[src/hdl/jsu_pkg.sv]
`default_nettype none

package jsu_pkg;

    // Decoder position inside a quoted string
    typedef enum logic [1:0] {
        MODE_IDLE  = 2'd0,
        MODE_PLAIN = 2'd1,
        MODE_ESC   = 2'd2,
        MODE_HEX   = 2'd3
    } t_mode;

    // Result kinds as seen on the output tuser
    typedef enum logic [2:0] {
        KIND_DATA   = 3'd0,
        KIND_QUOTE  = 3'd1,
        KIND_BADESC = 3'd2,
        KIND_BADHEX = 3'd3,
        KIND_SURR   = 3'd4,
        KIND_UNTERM = 3'd5
    } t_kind;

    localparam logic [7:0] CH_QUOTE = 8'h22;
    localparam logic [7:0] CH_BSL   = 8'h5C;
    localparam logic [7:0] CH_SLASH = 8'h2F;
    localparam logic [7:0] CH_B     = 8'h62;
    localparam logic [7:0] CH_F     = 8'h66;
    localparam logic [7:0] CH_N     = 8'h6E;
    localparam logic [7:0] CH_R     = 8'h72;
    localparam logic [7:0] CH_T     = 8'h74;
    localparam logic [7:0] CH_U     = 8'h75;

    localparam logic [7:0] CTL_BS = 8'h08;
    localparam logic [7:0] CTL_FF = 8'h0C;
    localparam logic [7:0] CTL_LF = 8'h0A;
    localparam logic [7:0] CTL_CR = 8'h0D;
    localparam logic [7:0] CTL_HT = 8'h09;

    localparam logic [7:0] UTF_LEAD2 = 8'hC0;
    localparam logic [7:0] UTF_LEAD3 = 8'hE0;
    localparam logic [7:0] UTF_CONT  = 8'h80;

    // Surrogate range 0xD800..0xDFFF shares these top five bits
    localparam logic [4:0] SURR_TOP = 5'b11011;

    // One queued decode: up to three results produced by one input byte
    typedef struct packed {
        logic [1:0] num;    // results in this entry, 1 to 3
        t_kind      kind;   // kind of every result in the entry
        logic [7:0] b0;
        logic [7:0] b1;
        logic [7:0] b2;
    } t_cmd;

endpackage

`default_nettype wire

[src/hdl/jsu_front.sv]
`default_nettype none

module jsu_front (
    input  wire logic         i_clk,
    input  wire logic         i_rst_n,
    input  wire logic         i_accept,
    input  wire logic         i_start,
    input  wire logic         i_ended,
    input  wire logic [7:0]   i_byte,
    output jsu_pkg::t_cmd     o_cmd,
    output logic              o_push
);

    jsu_pkg::t_mode r_mode, n_mode;
    logic [1:0]     r_cnt, n_cnt;
    logic [11:0]    r_acc, n_acc;

    jsu_pkg::t_mode mode_eff;
    logic [1:0]     cnt_eff;
    logic [11:0]    acc_eff;
    logic           hex_ok;
    logic [3:0]     hex_val;
    logic [15:0]    cp;
    logic           cp_surr;
    logic           esc_ok;
    logic [7:0]     esc_val;

    // A start request restarts decoding before the byte is handled
    assign mode_eff = i_start ? jsu_pkg::MODE_PLAIN : r_mode;
    assign cnt_eff  = i_start ? 2'd0 : r_cnt;
    assign acc_eff  = i_start ? 12'd0 : r_acc;

    always_comb begin
        hex_ok  = 1'b1;
        hex_val = 4'd0;
        if (i_byte >= 8'h30 && i_byte <= 8'h39) begin
            hex_val = i_byte[3:0];
        end else if ((i_byte >= 8'h61 && i_byte <= 8'h66) ||
                     (i_byte >= 8'h41 && i_byte <= 8'h46)) begin
            hex_val = i_byte[3:0] + 4'd9;
        end else begin
            hex_ok = 1'b0;
        end
    end

    assign cp      = {acc_eff, hex_val};
    assign cp_surr = (cp[15:11] == jsu_pkg::SURR_TOP);

    always_comb begin
        esc_ok  = 1'b1;
        esc_val = 8'd0;
        unique case (i_byte)
            jsu_pkg::CH_QUOTE: esc_val = jsu_pkg::CH_QUOTE;
            jsu_pkg::CH_BSL:   esc_val = jsu_pkg::CH_BSL;
            jsu_pkg::CH_SLASH: esc_val = jsu_pkg::CH_SLASH;
            jsu_pkg::CH_B:     esc_val = jsu_pkg::CTL_BS;
            jsu_pkg::CH_F:     esc_val = jsu_pkg::CTL_FF;
            jsu_pkg::CH_N:     esc_val = jsu_pkg::CTL_LF;
            jsu_pkg::CH_R:     esc_val = jsu_pkg::CTL_CR;
            jsu_pkg::CH_T:     esc_val = jsu_pkg::CTL_HT;
            default:           esc_ok  = 1'b0;
        endcase
    end

    // Next state
    always_comb begin
        n_mode = r_mode;
        n_cnt  = r_cnt;
        n_acc  = r_acc;
        if (i_accept) begin
            n_mode = mode_eff;
            n_cnt  = cnt_eff;
            n_acc  = acc_eff;
            if (mode_eff != jsu_pkg::MODE_IDLE && i_ended) begin
                n_mode = jsu_pkg::MODE_IDLE;
                n_cnt  = 2'd0;
                n_acc  = 12'd0;
            end else begin
                unique case (mode_eff)
                    jsu_pkg::MODE_IDLE: ;
                    jsu_pkg::MODE_PLAIN: begin
                        if (i_byte == jsu_pkg::CH_QUOTE) begin
                            n_mode = jsu_pkg::MODE_IDLE;
                        end else if (i_byte == jsu_pkg::CH_BSL) begin
                            n_mode = jsu_pkg::MODE_ESC;
                        end
                    end
                    jsu_pkg::MODE_ESC: begin
                        if (i_byte == jsu_pkg::CH_U) begin
                            n_mode = jsu_pkg::MODE_HEX;
                            n_cnt  = 2'd0;
                            n_acc  = 12'd0;
                        end else if (esc_ok) begin
                            n_mode = jsu_pkg::MODE_PLAIN;
                        end else begin
                            n_mode = jsu_pkg::MODE_IDLE;
                        end
                    end
                    jsu_pkg::MODE_HEX: begin
                        if (!hex_ok || (cnt_eff == 2'd3 && cp_surr)) begin
                            n_mode = jsu_pkg::MODE_IDLE;
                            n_cnt  = 2'd0;
                            n_acc  = 12'd0;
                        end else if (cnt_eff != 2'd3) begin
                            n_acc = {acc_eff[7:0], hex_val};
                            n_cnt = cnt_eff + 2'd1;
                        end else begin
                            n_mode = jsu_pkg::MODE_PLAIN;
                            n_cnt  = 2'd0;
                            n_acc  = 12'd0;
                        end
                    end
                    default: ;
                endcase
            end
        end
    end

    // Results for the byte now offered
    always_comb begin
        o_cmd      = '0;
        o_cmd.kind = jsu_pkg::KIND_DATA;
        if (mode_eff != jsu_pkg::MODE_IDLE && i_ended) begin
            o_cmd.num  = 2'd1;
            o_cmd.kind = jsu_pkg::KIND_UNTERM;
        end else begin
            unique case (mode_eff)
                jsu_pkg::MODE_IDLE: ;
                jsu_pkg::MODE_PLAIN: begin
                    if (i_byte == jsu_pkg::CH_QUOTE) begin
                        o_cmd.num  = 2'd1;
                        o_cmd.kind = jsu_pkg::KIND_QUOTE;
                    end else if (i_byte != jsu_pkg::CH_BSL) begin
                        o_cmd.num = 2'd1;
                        o_cmd.b0  = i_byte;
                    end
                end
                jsu_pkg::MODE_ESC: begin
                    if (i_byte != jsu_pkg::CH_U) begin
                        o_cmd.num = 2'd1;
                        if (esc_ok) begin
                            o_cmd.b0 = esc_val;
                        end else begin
                            o_cmd.kind = jsu_pkg::KIND_BADESC;
                        end
                    end
                end
                jsu_pkg::MODE_HEX: begin
                    if (!hex_ok) begin
                        o_cmd.num  = 2'd1;
                        o_cmd.kind = jsu_pkg::KIND_BADHEX;
                    end else if (cnt_eff == 2'd3) begin
                        if (cp_surr) begin
                            o_cmd.num  = 2'd1;
                            o_cmd.kind = jsu_pkg::KIND_SURR;
                        end else if (cp[15:7] == 9'd0) begin
                            o_cmd.num = 2'd1;
                            o_cmd.b0  = cp[7:0];
                        end else if (cp[15:11] == 5'd0) begin
                            o_cmd.num = 2'd2;
                            o_cmd.b0  = jsu_pkg::UTF_LEAD2 | {3'd0, cp[10:6]};
                            o_cmd.b1  = jsu_pkg::UTF_CONT | {2'd0, cp[5:0]};
                        end else begin
                            o_cmd.num = 2'd3;
                            o_cmd.b0  = jsu_pkg::UTF_LEAD3 | {4'd0, cp[15:12]};
                            o_cmd.b1  = jsu_pkg::UTF_CONT | {2'd0, cp[11:6]};
                            o_cmd.b2  = jsu_pkg::UTF_CONT | {2'd0, cp[5:0]};
                        end
                    end
                end
                default: ;
            endcase
        end
    end

    assign o_push = i_accept && (o_cmd.num != 2'd0);

    always_ff @(posedge i_clk) begin
        if (!i_rst_n) begin
            r_mode <= jsu_pkg::MODE_IDLE;
            r_cnt  <= 2'd0;
            r_acc  <= 12'd0;
        end else begin
            r_mode <= n_mode;
            r_cnt  <= n_cnt;
            r_acc  <= n_acc;
        end
    end

endmodule

`default_nettype wire

[src/hdl/jsu_fifo.sv]
`default_nettype none

module jsu_fifo #(
    parameter int DEPTH = 4
) (
    input  wire logic          i_clk,
    input  wire logic          i_rst_n,
    input  wire logic          i_push,
    input  wire jsu_pkg::t_cmd i_cmd,
    input  wire logic          i_pop,
    output jsu_pkg::t_cmd      o_head,
    output logic               o_empty,
    output logic               o_full
);

    localparam int AW = (DEPTH > 1) ? $clog2(DEPTH) : 1;
    localparam int CW = $clog2(DEPTH + 1);

    jsu_pkg::t_cmd r_mem [DEPTH];
    logic [AW-1:0] r_wr, n_wr;
    logic [AW-1:0] r_rd, n_rd;
    logic [CW-1:0] r_cnt, n_cnt;

    assign o_empty = (r_cnt == CW'(0));
    assign o_full  = (r_cnt == CW'(DEPTH));
    assign o_head  = r_mem[r_rd];

    always_comb begin
        n_wr  = r_wr;
        n_rd  = r_rd;
        n_cnt = r_cnt;
        if (i_push) begin
            n_wr = (r_wr == AW'(DEPTH - 1)) ? '0 : r_wr + 1'b1;
        end
        if (i_pop) begin
            n_rd = (r_rd == AW'(DEPTH - 1)) ? '0 : r_rd + 1'b1;
        end
        case ({i_push, i_pop})
            2'b10:   n_cnt = r_cnt + 1'b1;
            2'b01:   n_cnt = r_cnt - 1'b1;
            default: n_cnt = r_cnt;
        endcase
    end

    always_ff @(posedge i_clk) begin
        if (i_push) begin
            r_mem[r_wr] <= i_cmd;
        end
    end

    always_ff @(posedge i_clk) begin
        if (!i_rst_n) begin
            r_wr  <= '0;
            r_rd  <= '0;
            r_cnt <= '0;
        end else begin
            r_wr  <= n_wr;
            r_rd  <= n_rd;
            r_cnt <= n_cnt;
        end
    end

endmodule

`default_nettype wire

[src/hdl/jsu_back.sv]
`default_nettype none

module jsu_back (
    input  wire logic          i_clk,
    input  wire logic          i_rst_n,
    input  wire jsu_pkg::t_cmd i_head,
    input  wire logic          i_empty,
    output logic               o_pop,
    output logic               o_valid,
    input  wire logic          i_ready,
    output logic [2:0]         o_kind,
    output logic [7:0]         o_byte,
    output logic               o_last
);

    logic       r_valid, n_valid;
    logic [1:0] r_sub, n_sub;
    logic [2:0] r_kind;
    logic [7:0] r_byte;
    logic       r_last;

    logic       load;
    logic       sub_last;
    logic [7:0] sub_byte;

    assign load     = !i_empty && (!r_valid || i_ready);
    assign sub_last = (r_sub == i_head.num - 2'd1);
    assign o_pop    = load && sub_last;

    always_comb begin
        case (r_sub)
            2'd0:    sub_byte = i_head.b0;
            2'd1:    sub_byte = i_head.b1;
            default: sub_byte = i_head.b2;
        endcase
    end

    always_comb begin
        n_valid = r_valid;
        n_sub   = r_sub;
        if (load) begin
            n_valid = 1'b1;
            n_sub   = sub_last ? 2'd0 : r_sub + 2'd1;
        end else if (i_ready) begin
            n_valid = 1'b0;
        end
    end

    always_ff @(posedge i_clk) begin
        if (!i_rst_n) begin
            r_valid <= 1'b0;
            r_sub   <= 2'd0;
        end else begin
            r_valid <= n_valid;
            r_sub   <= n_sub;
        end
    end

    always_ff @(posedge i_clk) begin
        if (load) begin
            r_kind <= i_head.kind;
            r_byte <= sub_byte;
            r_last <= sub_last;
        end
    end

    assign o_valid = r_valid;
    assign o_kind  = r_kind;
    assign o_byte  = r_byte;
    assign o_last  = r_last;

endmodule

`default_nettype wire

[src/hdl/json_string_unescape_decoder.sv]
// JSON string body decoder.
// Input stream: one byte of quoted text per transfer. tuser[0] marks the first
// byte after an opening quote (restarts decoding), tuser[1] marks end of text
// (tdata is ignored then). Bytes seen while idle produce nothing.
// Output stream: one result per transfer. tuser holds the kind (data byte,
// closing quote, bad escape, bad hex, surrogate, unterminated), tdata the
// decoded byte for data results (zero otherwise), tlast flags the final result
// caused by one input byte. A \u escape gives one to three UTF-8 bytes.
// Throughput: one input byte per cycle while the command queue has room; the
// output side emits one result per cycle while the receiver is ready, so a
// \u escape that expands to three bytes occupies the output for three results.
// Path: an accepted input transfer writes a queue entry, and the queue head is
// then loaded into the output register once that register is empty or being
// taken, so each result is presented from the output register.
// Reset (synchronous, active low) empties the queue, drops any result in the
// output register and returns the decoder to idle, outside any string.
// When the receiver stalls, the output register holds its result and the
// queue absorbs up to FIFO_DEPTH result-producing input transfers (one to
// three results each) before input tready drops; bytes that produce nothing
// take no queue slot.
`default_nettype none

module json_string_unescape_decoder #(
    parameter int FIFO_DEPTH = 4
) (
    input  wire logic        i_clk,
    input  wire logic        i_rst_n,
    input  wire logic        i_s_axis_tvalid,
    output logic             o_s_axis_tready,
    input  wire logic [7:0]  i_s_axis_tdata,   // [7:0] data_byte
    input  wire logic [1:0]  i_s_axis_tuser,   // [0] start_req, [1] text_ended
    output logic             o_m_axis_tvalid,
    input  wire logic        i_m_axis_tready,
    output logic [7:0]       o_m_axis_tdata,   // [7:0] out_byte
    output logic [2:0]       o_m_axis_tuser,   // [2:0] kind
    output logic             o_m_axis_tlast    // last result of one input byte
);

    jsu_pkg::t_cmd cmd;
    jsu_pkg::t_cmd head;
    logic          push;
    logic          pop;
    logic          q_empty;
    logic          q_full;
    logic          accept;

    // Take a byte whenever the queue has a free slot
    assign o_s_axis_tready = !q_full;
    assign accept          = i_s_axis_tvalid && o_s_axis_tready;

    jsu_front u_front (
        .i_clk    (i_clk),
        .i_rst_n  (i_rst_n),
        .i_accept (accept),
        .i_start  (i_s_axis_tuser[0]),
        .i_ended  (i_s_axis_tuser[1]),
        .i_byte   (i_s_axis_tdata),
        .o_cmd    (cmd),
        .o_push   (push)
    );

    jsu_fifo #(
        .DEPTH (FIFO_DEPTH)
    ) u_fifo (
        .i_clk   (i_clk),
        .i_rst_n (i_rst_n),
        .i_push  (push),
        .i_cmd   (cmd),
        .i_pop   (pop),
        .o_head  (head),
        .o_empty (q_empty),
        .o_full  (q_full)
    );

    jsu_back u_back (
        .i_clk   (i_clk),
        .i_rst_n (i_rst_n),
        .i_head  (head),
        .i_empty (q_empty),
        .o_pop   (pop),
        .o_valid (o_m_axis_tvalid),
        .i_ready (i_m_axis_tready),
        .o_kind  (o_m_axis_tuser),
        .o_byte  (o_m_axis_tdata),
        .o_last  (o_m_axis_tlast)
    );

endmodule

`default_nettype wire

[config.mk]
export PLATFORM = sky130hd
export DESIGN_NAME = json_string_unescape_decoder
export DESIGN_NICKNAME = d
export VERILOG_FILES = /design/src/hdl/jsu_pkg.sv /design/src/hdl/jsu_front.sv /design/src/hdl/jsu_fifo.sv /design/src/hdl/jsu_back.sv /design/src/hdl/json_string_unescape_decoder.sv
export SDC_FILE = /design/constraint.sdc
export NUM_CORES = 1
export LEC_CHECK = 0
export ABC_AREA = 0
export BUFFER_PORTS_ARGS = -buffer_cell sky130_fd_sc_hd__buf_2
export CAP_MARGIN = 20
export CORE_MARGIN = 1.5
export CORE_UTILIZATION = 30
export CTS_BUF_LIST = sky130_fd_sc_hd__clkbuf_8
export DETAILED_ROUTE_END_ITERATION = 10
export SLEW_MARGIN = 20
export SYNTH_ARGS = -nofsm -noshare
export SYNTH_HDL_FRONTEND = slang
export SYNTH_SLANG_ARGS = --single-unit
[constraint.sdc]
create_clock -name i_clk -period 7.67 [get_ports i_clk]
set_clock_uncertainty 0.05 [all_clocks]
set_input_delay 1.1505 -clock i_clk [delete_from_list [all_inputs] [get_ports i_clk]]
set_output_delay 1.1505 -clock i_clk [all_outputs]
set_load 0.05 [all_outputs]
==> results of run 1 <==
-- sequential cells by signal, indices dropped and copies added, names as in the netlist, named ones only --
name            cells
u_fifo.r_mem      108
u_front.r_acc      12
u_back.o_byte       8
u_back.o_kind       3
u_fifo.r_cnt        3
u_back.r_sub        2
u_fifo.r_rd         2
u_fifo.r_wr         2
u_front.r_cnt       2
u_front.r_mode      2
u_back.o_last       1
u_back.o_valid      1
-- stage by stage --
step	cells	hold WS, ps
6_report	806	407
5_1_grt	806	445
4_1_cts	806	408
3_5_place_dp	774	385
3_3_place_gp	774	379
2_1_floorplan	478	368
-- metal layers --
metal	GRT usage	share of wire	vias to the layer above
met5	0	0	-
met4	0.0467	0.0081	0
met3	0.0301	0.054	13
met2	0.199	0.46	135
met1	0.185	0.48	2130
li1	-	-	1941
-- power breakdown --
group	internal (uW)	leakage, uW	switching [uW]
logic	123	0.000965	239
clock network	324	0.000200	300
registers	925	0.00138	37.1
-- path summary, 6_finish.rpt --
check,endpoint,startpoint,slack [ps],cells after the start
setup / recovery,u_fifo.r_cnt[2],i_s_axis_tdata[0],3540,15
hold / removal,u_front.r_cnt[0],u_front.r_cnt[0],410,1
setup reg to reg,u_fifo.r_cnt[2],flip-flop,3790,11
hold reg to reg,u_front.r_cnt[0],u_front.r_cnt[0],410,1
-- cells in the mapped netlist, drive strengths merged, types with 5 or more instances --
library cell  number
buf                7
and2              14
ha                13
nor2b             12
a22o              12
nand3             17
o21ai             21
mux4              27
dfxtp             28
inv               25
nor2              15
nand2             39
edfxtp           120
nor3               8
mux2i              5
a221o              7
clkbuf             9
a21oi             19
-- cells by family after synthesis --
family / Yosys count / synth area share
buffers and inverters: 41 / 0.0240
AND/OR/NAND/NOR: 136 / 0.108
multiplexers: 32 / 0.0985
flip-flops: 148 / 0.623
XOR/XNOR: 5 / 0.00655
AO/OA/AOI/OAI: 102 / 0.113
adder cells (fa/ha/maj): 14 / 0.0273
-- area by class of cell --
| class | instances | share of cell area |
|---|---|---|
| Inverter | 25 | 0.0124 |
| Multi-Input combinational cell | 289 | 0.312 |
| Clock inverter | 15 | 0.0235 |
| Sequential cell | 148 | 0.551 |
| Timing Repair Buffer | 32 | 0.0229 |
| Clock buffer | 17 | 0.0310 |
| Tap cell | 280 | 0.0464 |
==> results.yml, run 1 <==
global_routing:
  grt_pass1_wl_mm: 23.6
  grt_pass1_vias: 4198
  grt_use_total: 0.131
  overflow: 0
  antenna_found_initial: 0
  grt_max_degree: 28
logic_synthesis:
  syn-instance-count: 478
  postSynthAreaPerCell_sq_um: 14.0
  synth_warnings: 0
  mappedNetlistArea_sq_mm: 0.00668
  ys_ff_latch: 148
  netlist_top_cells_area: "sky130_fd_sc_hd__edfxtp_1 54%, sky130_fd_sc_hd__mux4_2 9.1%, sky130_fd_sc_hd__dfxtp_1 8.4%"
  synth.lib_cells_used.distinct: 69
  synth_top_cell_area_share: 0.539
  ys.flop_type: "sky130_fd_sc_hd__edfxtp_1"
  synth-seq-area-share: 0.623
  number_of_nets_produced_by_synthesis: 506
  synth_edf_count: 120
  synth_area_leader_cell: "sky130_fd_sc_hd__edfxtp_1"
  synth-async-reset-ratio: 0
flow_run:
  max_cap_violations: 0
clock_tree:
  clkTransAtPathRegs_ps: 80
  clock_insertion_delay_worst_skew_ps: 440
  cts_buffer_depth: 2
  cts-root-buf: "sky130_fd_sc_hd__clkbuf_8"
  postCtsHoldBufs: 0
  postCtsSetupRepairBufs: 0
  cts_made_buffers: 17
  h_tree_depth: 4
  cts_tree: "yes"
  cts-resized-gates: 0
  clock_sinks: 148
routing:
  postRouteWirelength_mm: 14.7
  drc: 0
  routed_via_density: 5.23
  avgRoutedWirePerCell_um: 18.3
  drt_first_iter_violations: 355
  router_iterations_before_antenna_repair: 5
  ant_nets: 0
  route.vias.total: 4219
timing:
  final_period_minus_worst_setup_slack_ps: 4130
  slew_violations: 0
  report.final.hold_viol_count: 0
  tightest_slew_ps: 998
  setup_ws_ps: 3540
  timing.slew.headroom: 0.335
  achievable-frequency_mhz: 242
  grt_setup_unrepaired: "no"
  setup_violations: 0
  finalSetupTns_ps: 0
  period_share: 0.538
floorplanning:
  placementRows: 54
  die_height_um: 152
  effective_utilization_at_floorplan: 0.306
  die_w_um: 152
  ios: 28
  floorplan.core_area_sq_mm: 0.0218
  floorplan.die_area_sq_mm: 0.0232
worst_setup_path:
  cp_slowest_stage_delay_ps: 500
  timing.critical_path.fanout_max: 8
  timing.critical_path.buf_inv: 4
  endpoint_kind: "flip-flop"
  worst-endpoint-required_ps: 7980
  critPathSlowestCell: "sky130_fd_sc_hd__a2111o_1"
  timing.critical_path.arrival_ps: 4440
  worstPathCellList: "buf_2 -> inv_1 -> ha_1 -> o21bai_1 -> a2111o_1 -> o211ai_1 -> a41oi_2 -> o21a_2 -> inv_2 -> ha_1 -> inv_1 -> fa_1 -> xor2_1 -> or3_1 -> a21boi_0"
  criticalPathCategory: "input pin to flip-flop"
  timing.critical_path.max_delay_family: "compound AO/OA/AOI/OAI gates"
  start_kind: "input pin"
power:
  p_per_area_mw_per_mm2: 258
  overall_power_consumption_uw: 1950
  peak_supply_drop_uv: 115
  leakage_power_uw: 0.00255
worst_hold_path:
  hold_class: "flip-flop to flip-flop"
placement:
  post-dp-hpwl_mm: 9.95
  buffer_ports.inserted: 27
  routabilityCongestion: 0.897
  place_ws_ps: 3150
  placed_cell_area_sq_mm: 0.00714
finish:
  final_cell_area_sq_mm: 0.00755
  drive_gt1_frac: 0.196
  antenna_cells: 0
  most-common-layout-cells: "120 x sky130_fd_sc_hd__edfxtp_1, 39 x sky130_fd_sc_hd__nand2_1, 27 x sky130_fd_sc_hd__mux4_2, 27 x sky130_fd_sc_hd__dfxtp_1, 27 x sky130_fd_sc_hd__buf_2"
  fillers: 2103
  layout.cells.most_common: "sky130_fd_sc_hd__edfxtp_1"
  sequential_cell_area_sq_mm: 0.00417
  synthToLayoutAreaGrowth_pct: 13.0
  multiInputGateArea_sq_mm: 0.00236
  nNetsFinal: 541
  final_core_util: 0.346
outcome:
  outcome: "finished clean"
Power figures use the tool's default switching activity.
==> run 2, diff against run 1 <==
==> constraint.sdc (replaced) <==
create_clock -name i_clk -period 4.1 [get_ports i_clk]
set_clock_uncertainty 0.05 [all_clocks]
set_input_delay 0.615 -clock i_clk [delete_from_list [all_inputs] [get_ports i_clk]]
set_output_delay 0.615 -clock i_clk [all_outputs]
set_load 0.05 [all_outputs]
==> results.yml, run 2 (synthesis gave the netlist of run 1 again) <==
outcome:
  outcome: "finished clean"
routing:
  drc: 0
  drt_first_iter_violations: 381
  postRouteWirelength_mm: 14.8
  ant_nets: 0
  avgRoutedWirePerCell_um: 18.3
  route.vias.total: 4195
  router_iterations_before_antenna_repair: 5
  routed_via_density: 5.19
power:
  leakage_power_uw: 0.00258
  peak_supply_drop_uv: 203
  p_per_area_mw_per_mm2: 492
worst_setup_path:
  worstPathCellList: "buf_2 -> inv_1 -> ha_1 -> o21bai_1 -> a2111o_1 -> o211ai_1 -> a41oi_2 -> o21a_2 -> inv_2 -> ha_1 -> inv_1 -> fa_1 -> xor2_1 -> or3_1 -> a21boi_0"
  criticalPathCategory: "input pin to flip-flop"
  timing.critical_path.fanout_max: 8
  endpoint_kind: "flip-flop"
  critPathSlowestCell: "sky130_fd_sc_hd__a2111o_1"
  cp_slowest_stage_delay_ps: 520
  start_kind: "input pin"
  worst-endpoint-required_ps: 4410
  timing.critical_path.arrival_ps: 3850
global_routing:
  grt_pass1_wl_mm: 23.5
  overflow: 0
  grt_pass1_vias: 4274
  global_route.usage.met1: 0.176
  grt_max_degree: 28
  grt_use_total: 0.132
  grt.met3_usage: 0.0361
  grt_use_met2: 0.203
  gr-max-usage-layer: "met2"
  antenna_found_initial: 0
timing:
  achievable-frequency_mhz: 283
  finalSetupTns_ps: 0
  setup_ws_ps: 565
  final_period_minus_worst_setup_slack_ps: 3530
  tightest_slew_ps: 909
  final.hold.worst_slack_ps: 407
  grt_setup_unrepaired: "no"
  slew_violations: 0
  period_share: 0.862
  setup_violations: 0
  timing.slew.headroom: 0.390
  report.final.hold_viol_count: 0
finish:
  nNetsFinal: 544
  registers.top_by_ff_count: "u_fifo.r_mem"
  synthToLayoutAreaGrowth_pct: 13.8
  drive_gt1_frac: 0.202
  most-common-layout-cells: "120 x sky130_fd_sc_hd__edfxtp_1, 39 x sky130_fd_sc_hd__nand2_1, 27 x sky130_fd_sc_hd__mux4_2, 27 x sky130_fd_sc_hd__dfxtp_1, 27 x sky130_fd_sc_hd__buf_2"
  largest_register_ff_count: 108
  fillers: 2099
  layout.cells.most_common: "sky130_fd_sc_hd__edfxtp_1"
  final_cell_area_sq_mm: 0.00760
  antenna_cells: 0
clock_tree:
  cts-resized-gates: 0
  cts_buffer_depth: 2
  clkTransAtPathRegs_ps: 80
  postCtsHoldBufs: 0
  clock_insertion_delay_worst_skew_ps: 440
  cts_made_buffers: 17
  postCtsSetupRepairBufs: 0
  clock_sinks: 148
  cts_tree: "yes"
  h_tree_depth: 4
  cts-root-buf: "sky130_fd_sc_hd__clkbuf_8"
floorplanning:
  placementRows: 54
  floorplan.die_area_sq_mm: 0.0232
  floorplan.core_area_sq_mm: 0.0218
  effective_utilization_at_floorplan: 0.306
  die_w_um: 152
  ios: 28
  die_height_um: 152
placement:
  buffer_ports.inserted: 27
  place_ws_ps: 129
  routabilityCongestion: 0.896
  post-dp-hpwl_mm: 9.99
  placed_cell_area_sq_mm: 0.00716
worst_hold_path:
  hold_class: "input pin to flip-flop"
flow_run:
  max_cap_violations: 0
-- run 2: cell types whose count changed in the layout (fill, tap and decap cells not counted), sizes merged --
cell / previous run / this run
inv: 29 / 32
bufinv: 3 / 4
buf: 32 / 35
clkinv: 6 / 2
-- run 2: cell type report --
cell class	instances	area, sq um	share of cell area
flip-flops and latches	148	4170	0.548
clock inverters	15	206	0.0271
repair buffers	35	195	0.0257
clock buffers	17	234	0.0308
multi-input cells	289	2360	0.310
inverters	25	93.8	0.0123
well taps	280	350	0.0461
-- run 2: routing by layer --
layer / up-vias / part of all wire
met2: 148 / 0.47
met3: 18 / 0.064
met1: 2088 / 0.45
met5: - / 0
li1: 1941 / -
met4: 0 / 0.014
-- run 2: worst max-delay path: cells and delay by family --
family | cells | cell delay (ps)
AOI/OAI and AO/OA | 6 | 1570
xor gates and xnor gates | 1 | 160
adders and majority gates | 3 | 800
buffers and inverters | 4 | 390
and+or+nand+nor | 1 | 310
-- run 2: per-stage QoR --
stage,std cells,utilization,power [uW]
after floorplan,478,-,2340
after global placement,777,0.328,2520
after detailed placement,777,0.328,2550
after CTS,809,0.348,3770
after global routing,809,0.348,3900
final,809,0.348,3740
-- run 2: path summary, 6_finish.rpt --
check / slack, ps / startpoint / end / cells past startpoint
max reg2reg: 580 / u_front.r_acc[7] / u_fifo.r_cnt[2] / 13
min: 410 / i_m_axis_tready / u_back.o_valid / 4
max: 570 / i_s_axis_tdata[0] / u_fifo.r_cnt[2] / 15
min reg2reg: 420 / u_front.r_cnt[1] / u_front.r_cnt[1] / 2
-- run 2: where the power goes --
part | switching (uW) | leakage, uW | internal, uW | total, uW
clock network | 570 | 0.000222 | 672 | 1240
registers | 34.5 | 0.00138 | 1730 | 1760
logic | 494 | 0.000980 | 240 | 734
total | 1100 | 0.00258 | 2640 | 3740
==> run 3, diff against run 2 <==
--- a/config.mk
+++ b/config.mk
@@ -12,6 +12,7 @@
 export CORE_UTILIZATION = 30
 export CTS_BUF_LIST = sky130_fd_sc_hd__clkbuf_8
 export DETAILED_ROUTE_END_ITERATION = 10
+export PLACE_DENSITY = 0.48
 export SLEW_MARGIN = 20
 export SYNTH_ARGS = -nofsm -noshare
 export SYNTH_HDL_FRONTEND = slang
==> constraint.sdc (replaced) <==
create_clock -name i_clk -period 3.2 [get_ports i_clk]
set_clock_uncertainty 0.05 [all_clocks]
set_input_delay 0.48 -clock i_clk [delete_from_list [all_inputs] [get_ports i_clk]]
set_output_delay 0.48 -clock i_clk [all_outputs]
set_load 0.05 [all_outputs]
==> results.yml, run 3 (synthesis gave the netlist of run 1 again) <==
routing:
  ant_nets: 0
  route.vias.total: 4288
  router_iterations_before_antenna_repair: 4
  drt_first_iter_violations: 287
  postRouteWirelength_mm: 15.6
  drc: 0
  routed_via_density: 4.99
  avgRoutedWirePerCell_um: 18.2
floorplanning:
  ios: 28
  placementRows: 54
  floorplan.die_area_sq_mm: 0.0232
  die_height_um: 152
  effective_utilization_at_floorplan: 0.306
  die_w_um: 152
  floorplan.core_area_sq_mm: 0.0218
power:
  overall_power_consumption_uw: 4710
  p_per_area_mw_per_mm2: 588
  leakage_power_uw: 0.00284
  peak_supply_drop_uv: 214
global_routing:
  grt_max_degree: 28
  grt_pass1_vias: 4500
  grt_pass1_wl_mm: 25.1
  grt_use_total: 0.141
  antenna_found_initial: 0
  overflow: 0
worst_setup_path:
  reg2reg_from: "u_front.r_acc[8]"
  cells_on_worst_reg2reg_path: 12
  critPathSlowestCell: "sky130_fd_sc_hd__or4_4"
  crit-reg2reg-capture: "u_fifo.r_cnt[2]"
  criticalPathCategory: "flip-flop to flip-flop"
  timing.critical_path.arrival_ps: 3370
  timing.critical_path.fanout_max: 4
  worst-endpoint-required_ps: 3510
  regToRegSetupSlack_ps: 150
  cp_slowest_stage_delay_ps: 570
  start_kind: "flip-flop"
  worstPathCellList: "or4_4 -> o21a_1 -> o211ai_2 -> a41oi_2 -> o21a_2 -> inv_2 -> ha_4 -> inv_1 -> fa_1 -> xor2_1 -> or3_1 -> a21boi_1"
  endpoint_kind: "flip-flop"
finish:
  most-common-layout-cells: "120 x sky130_fd_sc_hd__edfxtp_1, 54 x sky130_fd_sc_hd__buf_4, 39 x sky130_fd_sc_hd__nand2_1"
  final_cell_area_sq_mm: 0.00802
  fillers: 2088
  final_core_util: 0.367
  largest_register_ff_count: 108
  registers.top_by_ff_count: "u_fifo.r_mem"
  drive_gt1_frac: 0.275
  antenna_cells: 0
  final_cells: 859
  nNetsFinal: 594
  layout.cells.most_common: "sky130_fd_sc_hd__edfxtp_1"
  synthToLayoutAreaGrowth_pct: 19.9
clock_tree:
  cts_tree: "yes"
  cts_buffer_depth: 2
  clock_sinks: 148
  cts_made_buffers: 17
  clock_insertion_delay_worst_skew_ps: 430
  clkTransAtPathRegs_ps: 80
  h_tree_depth: 4
  cts-root-buf: "sky130_fd_sc_hd__clkbuf_8"
  postCtsHoldBufs: 0
timing:
  achievable-frequency_mhz: 328
  setup_violations: 0
  tightest_slew_ps: 539
  report.final.hold_viol_count: 0
  final_period_minus_worst_setup_slack_ps: 3050
  grt_setup_unrepaired: "no"
  slew_violations: 0
  period_share: 0.953
  timing.slew.headroom: 0.641
  final.hold.worst_slack_ps: 266
placement:
  post-dp-hpwl_mm: 10.8
  dpl.cell_count: 826
  placed_cell_area_sq_mm: 0.00760
  routabilityCongestion: 0.921
  buffer_ports.inserted: 27
worst_hold_path:
  hold_class: "input pin to flip-flop"
  worst_hold_startpoint: "i_m_axis_tready"
  hold_depth: 4
  min_to: "u_back.o_valid"
flow_run:
  max_cap_violations: 0
outcome:
  outcome: "finished clean"
==> run 3: cell count changes in the layout (fill, tap and decap cells not counted), moves of 2 or more <==
cell                       before  now
sky130_fd_sc_hd__buf_12         0    4
sky130_fd_sc_hd__buf_4          8   54
sky130_fd_sc_hd__clkbuf_8      17   19
sky130_fd_sc_hd__clkinv_2       0    4
sky130_fd_sc_hd__ha_1          13   11
sky130_fd_sc_hd__inv_6          4    0
==> run 3: metal layers <==
metal,track usage,part of all wire,vias up
li1,-,-,2036
met4,0.0527,0.013,0
met5,0,0,-
met1,0.191,0.48,2145
met2,0.227,0.47,96
met3,0.0256,0.039,11
==> run 3: cell type report <==
cell class | count | area, sq um | share of cell area
tap | 280 | 350 | 0.0437
clock inverter | 13 | 144 | 0.0179
multi-input combinational | 289 | 2380 | 0.297
clock buffer | 19 | 262 | 0.0326
inverter | 25 | 93.8 | 0.0117
timing repair buffer | 85 | 621 | 0.0774
sequential | 148 | 4170 | 0.520
==> run 3: how the worst max path moves through the flow <==
stage	cells after the start	slack, ps	startpoint	end
floorplan	13	9	i_s_axis_tdata[0]	u_fifo.r_cnt[2]
global placement	15	-70	i_s_axis_tdata[1]	u_fifo.r_cnt[2]
detailed placement	15	-200	i_s_axis_tdata[1]	u_fifo.r_cnt[2]
CTS	12	120	u_front.r_acc[7]	u_fifo.r_cnt[2]
global route	12	10	u_front.r_acc[8]	u_fifo.r_cnt[2]
finish	12	150	u_front.r_acc[8]	u_fifo.r_cnt[2]
==> run 3: timing repair <==
item                       CTS  global route
buffers inserted             0             1
setup endpoints to repair    0             1
gates resized for setup      0             1
==> run 3: critical path, delay by kind of cell (launching register included) <==
family	cells	cell delay [ps]
AND/OR/NAND/NOR	2	880
XOR/XNOR	1	160
buffers and inverters	2	120
flip-flops	1	320
adder cells (fa/ha/maj)	2	510
AO/OA/AOI/OAI	5	960
==> run 3: report_power, final <==
part	internal [uW]	switching, uW	leakage, uW	total [uW]
Combinational	360	637	0.00124	997
Clock	800	658	0.000219	1460
Sequential	2220	42.3	0.00138	2260
==> run 3: stage by stage <==
| step | worst slack (ps) | TNS [ps] |
|---|---|---|
| after floorplan | 9.36 | 0 |
| after global placement | -65.9 | -65.9 |
| after detailed placement | -200 | -200 |
| after CTS | 117 | 0 |
| after global routing | 11.2 | 0 |
| final | 149 | 0 |
